<file path="src/rtl/sparse_set_integer_domain_macros.svh">
`ifndef SPARSE_SET_INTEGER_DOMAIN_MACROS_SVH
`define SPARSE_SET_INTEGER_DOMAIN_MACROS_SVH

// concurrent checks, disabled while reset is low
`define SSID_ASSERT_IMP(lbl, clk, rst_n, ante, cons, msg) \
    lbl: assert property (@(posedge clk) disable iff (!rst_n) (ante) |-> (cons)) \
        else $error(msg);

`define SSID_ASSERT_NEXT(lbl, clk, rst_n, ante, cons, msg) \
    lbl: assert property (@(posedge clk) disable iff (!rst_n) (ante) |=> (cons)) \
        else $error(msg);

`endif

</file>
<file path="src/rtl/ssid_ram.sv">
module ssid_ram #(
    parameter int WIDTH = 8,
    parameter int DEPTH = 256
) (
    input  logic                     i_clk,
    input  logic                     i_we,
    input  logic [$clog2(DEPTH)-1:0] i_waddr,
    input  logic [WIDTH-1:0]         i_wdata,
    input  logic [$clog2(DEPTH)-1:0] i_raddr,
    output logic [WIDTH-1:0]         o_rdata
);
    logic [WIDTH-1:0] r_mem [DEPTH];
    logic [WIDTH-1:0] r_rdata;

    always_ff @(posedge i_clk) begin
        if (i_we) begin
            r_mem[i_waddr] <= i_wdata;
        end
        r_rdata <= r_mem[i_raddr];
    end

    assign o_rdata = r_rdata;
endmodule

</file>
<file path="config.mk">
export PLATFORM = sky130hd
export DESIGN_NAME = ssid_ram
export DESIGN_NICKNAME = d
export VERILOG_FILES = /design/src/rtl/sparse_set_integer_domain_macros.svh /design/src/rtl/ssid_ram.sv
export SDC_FILE = /design/constraint.sdc
export NUM_CORES = 2
export LEC_CHECK = 0
export BUFFER_PORTS_ARGS = -buffer_cell sky130_fd_sc_hd__buf_2
export CAP_MARGIN = 20
export CORE_MARGIN = 2
export CORE_UTILIZATION = 35
export CTS_BUF_LIST = sky130_fd_sc_hd__clkbuf_8 sky130_fd_sc_hd__clkbuf_16
export CTS_CLUSTER_DIAMETER = 40
export DETAILED_ROUTE_END_ITERATION = 7
export GPL_ROUTABILITY_DRIVEN = 0
export PLACE_DENSITY = 0.52
export SETUP_SLACK_MARGIN = 0.3
export SLEW_MARGIN = 20
export SYNTH_ARGS = -nofsm -noshare
export SYNTH_HDL_FRONTEND = slang
export SYNTH_SLANG_ARGS = --single-unit
</file>
<file path="constraint.sdc">
create_clock -name i_clk -period 5.8 [get_ports i_clk]
set_clock_uncertainty 0.05 [all_clocks]
set_input_delay 1.16 -clock i_clk [delete_from_list [all_inputs] [get_ports i_clk]]
set_output_delay 1.16 -clock i_clk [all_outputs]
set_load 0.03 [all_outputs]
</file>
==> flow_summary.ini <==
[global_routing]
antenna_found_initial = 18
grt_pass1_wl_mm = 304.7
grt_use_total_pct = 18.44
grt_max_degree = 142
grt-ovfl-total = 0
grt_pass1_vias = 40280

[timing]
setup_viol = 0
slew_headroom_pct = 20.45
setup_tns_ps = 0
hold_viol = 0
fin_crit_sh_pct = 72.38
rsz0062_at_grt = no
worst_pin_slew_ps = 1193
fin_crit_ps = 4198
max_freq_ghz = 0.2382
slew_violations = 0

[cells_and_area]
multiInputGateArea_sq_um = 16550
regArea_sq_um = 61660
fill_cells = 19770
nets = 4029
finalNonFillerCells = 7239
syn_to_final_growth_pct = 17.95
drive_gt1_share_pct = 27.32

[die]
rows = 175
die_w_um = 480.8
die_area_sq_um = 231100
die_y_um = 480.8
start_util_pct = 35.11
coreArea_sq_um = 226600
ios = 34

[clock_tree]
clock_latency_ps = 920
path_clk_slew_ps = 60
cts_sinks = 2056
cts_root_buffer = clkbuf_16
cts_tree = built
post_cts_resized = 0
cts_setup_buffers = 0
cts_hold_buf = 0
cts_buffers = 305
cts_max_path_buffers = 4
htreeDepth = 5

[routing]
vias_per_cell = 5.418
drtIter0Drc = 4053
antenna_left = 0
routed-via-count = 39220
wl_mm = 213.8
drc = 0
drt_pre_antenna_iters = 5
wl_per_cell_um = 29.53

[logic_synthesis]
syn-cell-area_sq_um = 79560
synth_area_leader_cell = edfxtp_1
synth_enable_flop_cells = 2048
ys_top_cells_by_count = 2048 x edfxtp_1, 454 x mux4_2, 282 x nor2_1
synth_cell_types = 55
synthArstFlopShare_pct = 0
ys_seq_elements = 2056
synth_most_common_cell = edfxtp_1
synth_flop_cell = edfxtp_1
mappedNetlistNets = 3759
synth_seq_area_share_pct = 77.50
syn_inst = 3733
netlist_top_cells_area = edfxtp_1 77%, mux4_2 13%, mux2i_1 1.7%, nor2_1 1.3%, a22oi_1 1.3%
synth_top_area_share_pct = 77.30
synth_area_per_cell_sq_um = 21.31
ys_warn_count = 0

[power_and_ir_drop]
peakVddDrop_v = 0.0002291
p_int_mw = 28.26
cellPowerDensity_nw_per_um2 = 383.9
switching_share_pct = 21.56
power.leakage_nw = 29.34
p_sw_mw = 7.767
power_frac_comb_pct = 4.2
clkPwrFrac_pct = 50.2
power.share.sequential_pct = 45.6

[place]
portBuffers = 33
hpwlAfterDp_mm = 127.5
place_inst = 6705

[worst_setup_path]
critPathKind = primary input to flop
crit_path_max_incr_delay_ps = 830
endpoint_kind = flop
worstPathArrival_ps = 4890
slowest_stage = nor3_1
start_kind = primary input
worstPathCellList = buf_8 -> buf_4 -> mux4_2 -> a22o_1 -> a221oi_1 -> o32ai_1 -> nor3_1 -> nor4_1
crit_path_max_fanout = 75
required_ps = 6490

[run]
max_cap_viol_count = 0

[worst_hold_path]
min_path_type = primary input to flop

[outcome]
outcome = finished clean
power by group through the flow:
stage | combinational, mW | sequential, mW | clock, mW
final | 1.52 | 16.4 | 18.1
after global routing | 1.61 | 16.4 | 19.0
after CTS | 1.55 | 16.4 | 18.4
after detailed placement | 1.55 | 16.7 | 0
after global placement | 1.53 | 16.7 | 0
after floorplan | 0.796 | 16.7 | 0
worst paths after layout:
path / startpoint / endpoint / slack (ps) / cells after the start
hold reg to reg: r_mem[40][3] / o_rdata[3] / 1050 / 7
setup / recovery: i_raddr[1] / o_rdata[3] / 1600 / 8
hold / removal: i_wdata[4] / r_mem[67][4] / 630 / 1
setup reg to reg: r_mem[211][3] / o_rdata[3] / 2630 / 6
through the flow:
stage          total power, mW  cell area [sq um]  utilization (%)  hold WS, ps  setup WS, ps
2_1_floorplan            17.52              79560                -        719.9          2652
3_3_place_gp             18.26              83720            36.94        988.7         670.7
3_5_place_dp             18.27              83790            36.97         1026         680.8
4_1_cts                  36.35              93830            41.40        613.1          1653
5_1_grt                  37.02              93830            41.40        612.1          1588
6_report                 36.03              93840            41.41        629.2          1602
sequential cells by signal, indices dropped and copies added, names as in the netlist:
register,cells
r_mem,2048
o_rdata,8
cells in the final DEF, fill, tap and decap left out, types with 30 or more instances in the layout:
cell type / n
edfxtp_1: 2048
nand2_1: 33
a21oi_1: 96
bufinv_16: 32
clkbuf_16: 314
buf_4: 138
mux4_2: 454
clkinv_2: 30
nor2_1: 279
mux2i_1: 134
a22oi_1: 133
inv_6: 38
inv_1: 30
o221ai_1: 46
critical path, delay by kind of cell:
kind | cells | cell delay (ps)
compound gates | 3 | 1190
buf+inv | 2 | 1130
simple gates | 2 | 950
mux | 1 | 390
logic make-up (layout without fill, tap and decap cells):
logic type | count (synthesis) | count (layout) | synth area share [%]
flops | 2056 | 2056 | 77.50
mux | 591 | 591 | 14.62
simple gates | 466 | 466 | 2.628
compound gates | 385 | 385 | 3.419
buf+inv | 235 | 726 | 1.831
other cells | 0 | 6 | 0
final cells by class:
| cell class | count | share of cell area (%) |
|---|---|---|
| sequential | 2056 | 65.71 |
| timing repair buffer | 196 | 1.928 |
| inverter | 2 | 0.008000 |
| tap | 3009 | 4.012 |
| antenna | 6 | 0.01600 |
| multi-input combinational | 1442 | 17.64 |
| clock buffer | 317 | 8.417 |
| clock inverter | 211 | 2.273 |
layer usage:
metal	track usage [%]	share of wire (%)	vias up
met5	0	0	-
met4	5.827	2.9	0
met3	3.376	6.0	349
met2	29.69	48	1331
met1	25.41	43	21180
li1	-	-	16360
Power figures use the tool's default switching activity.
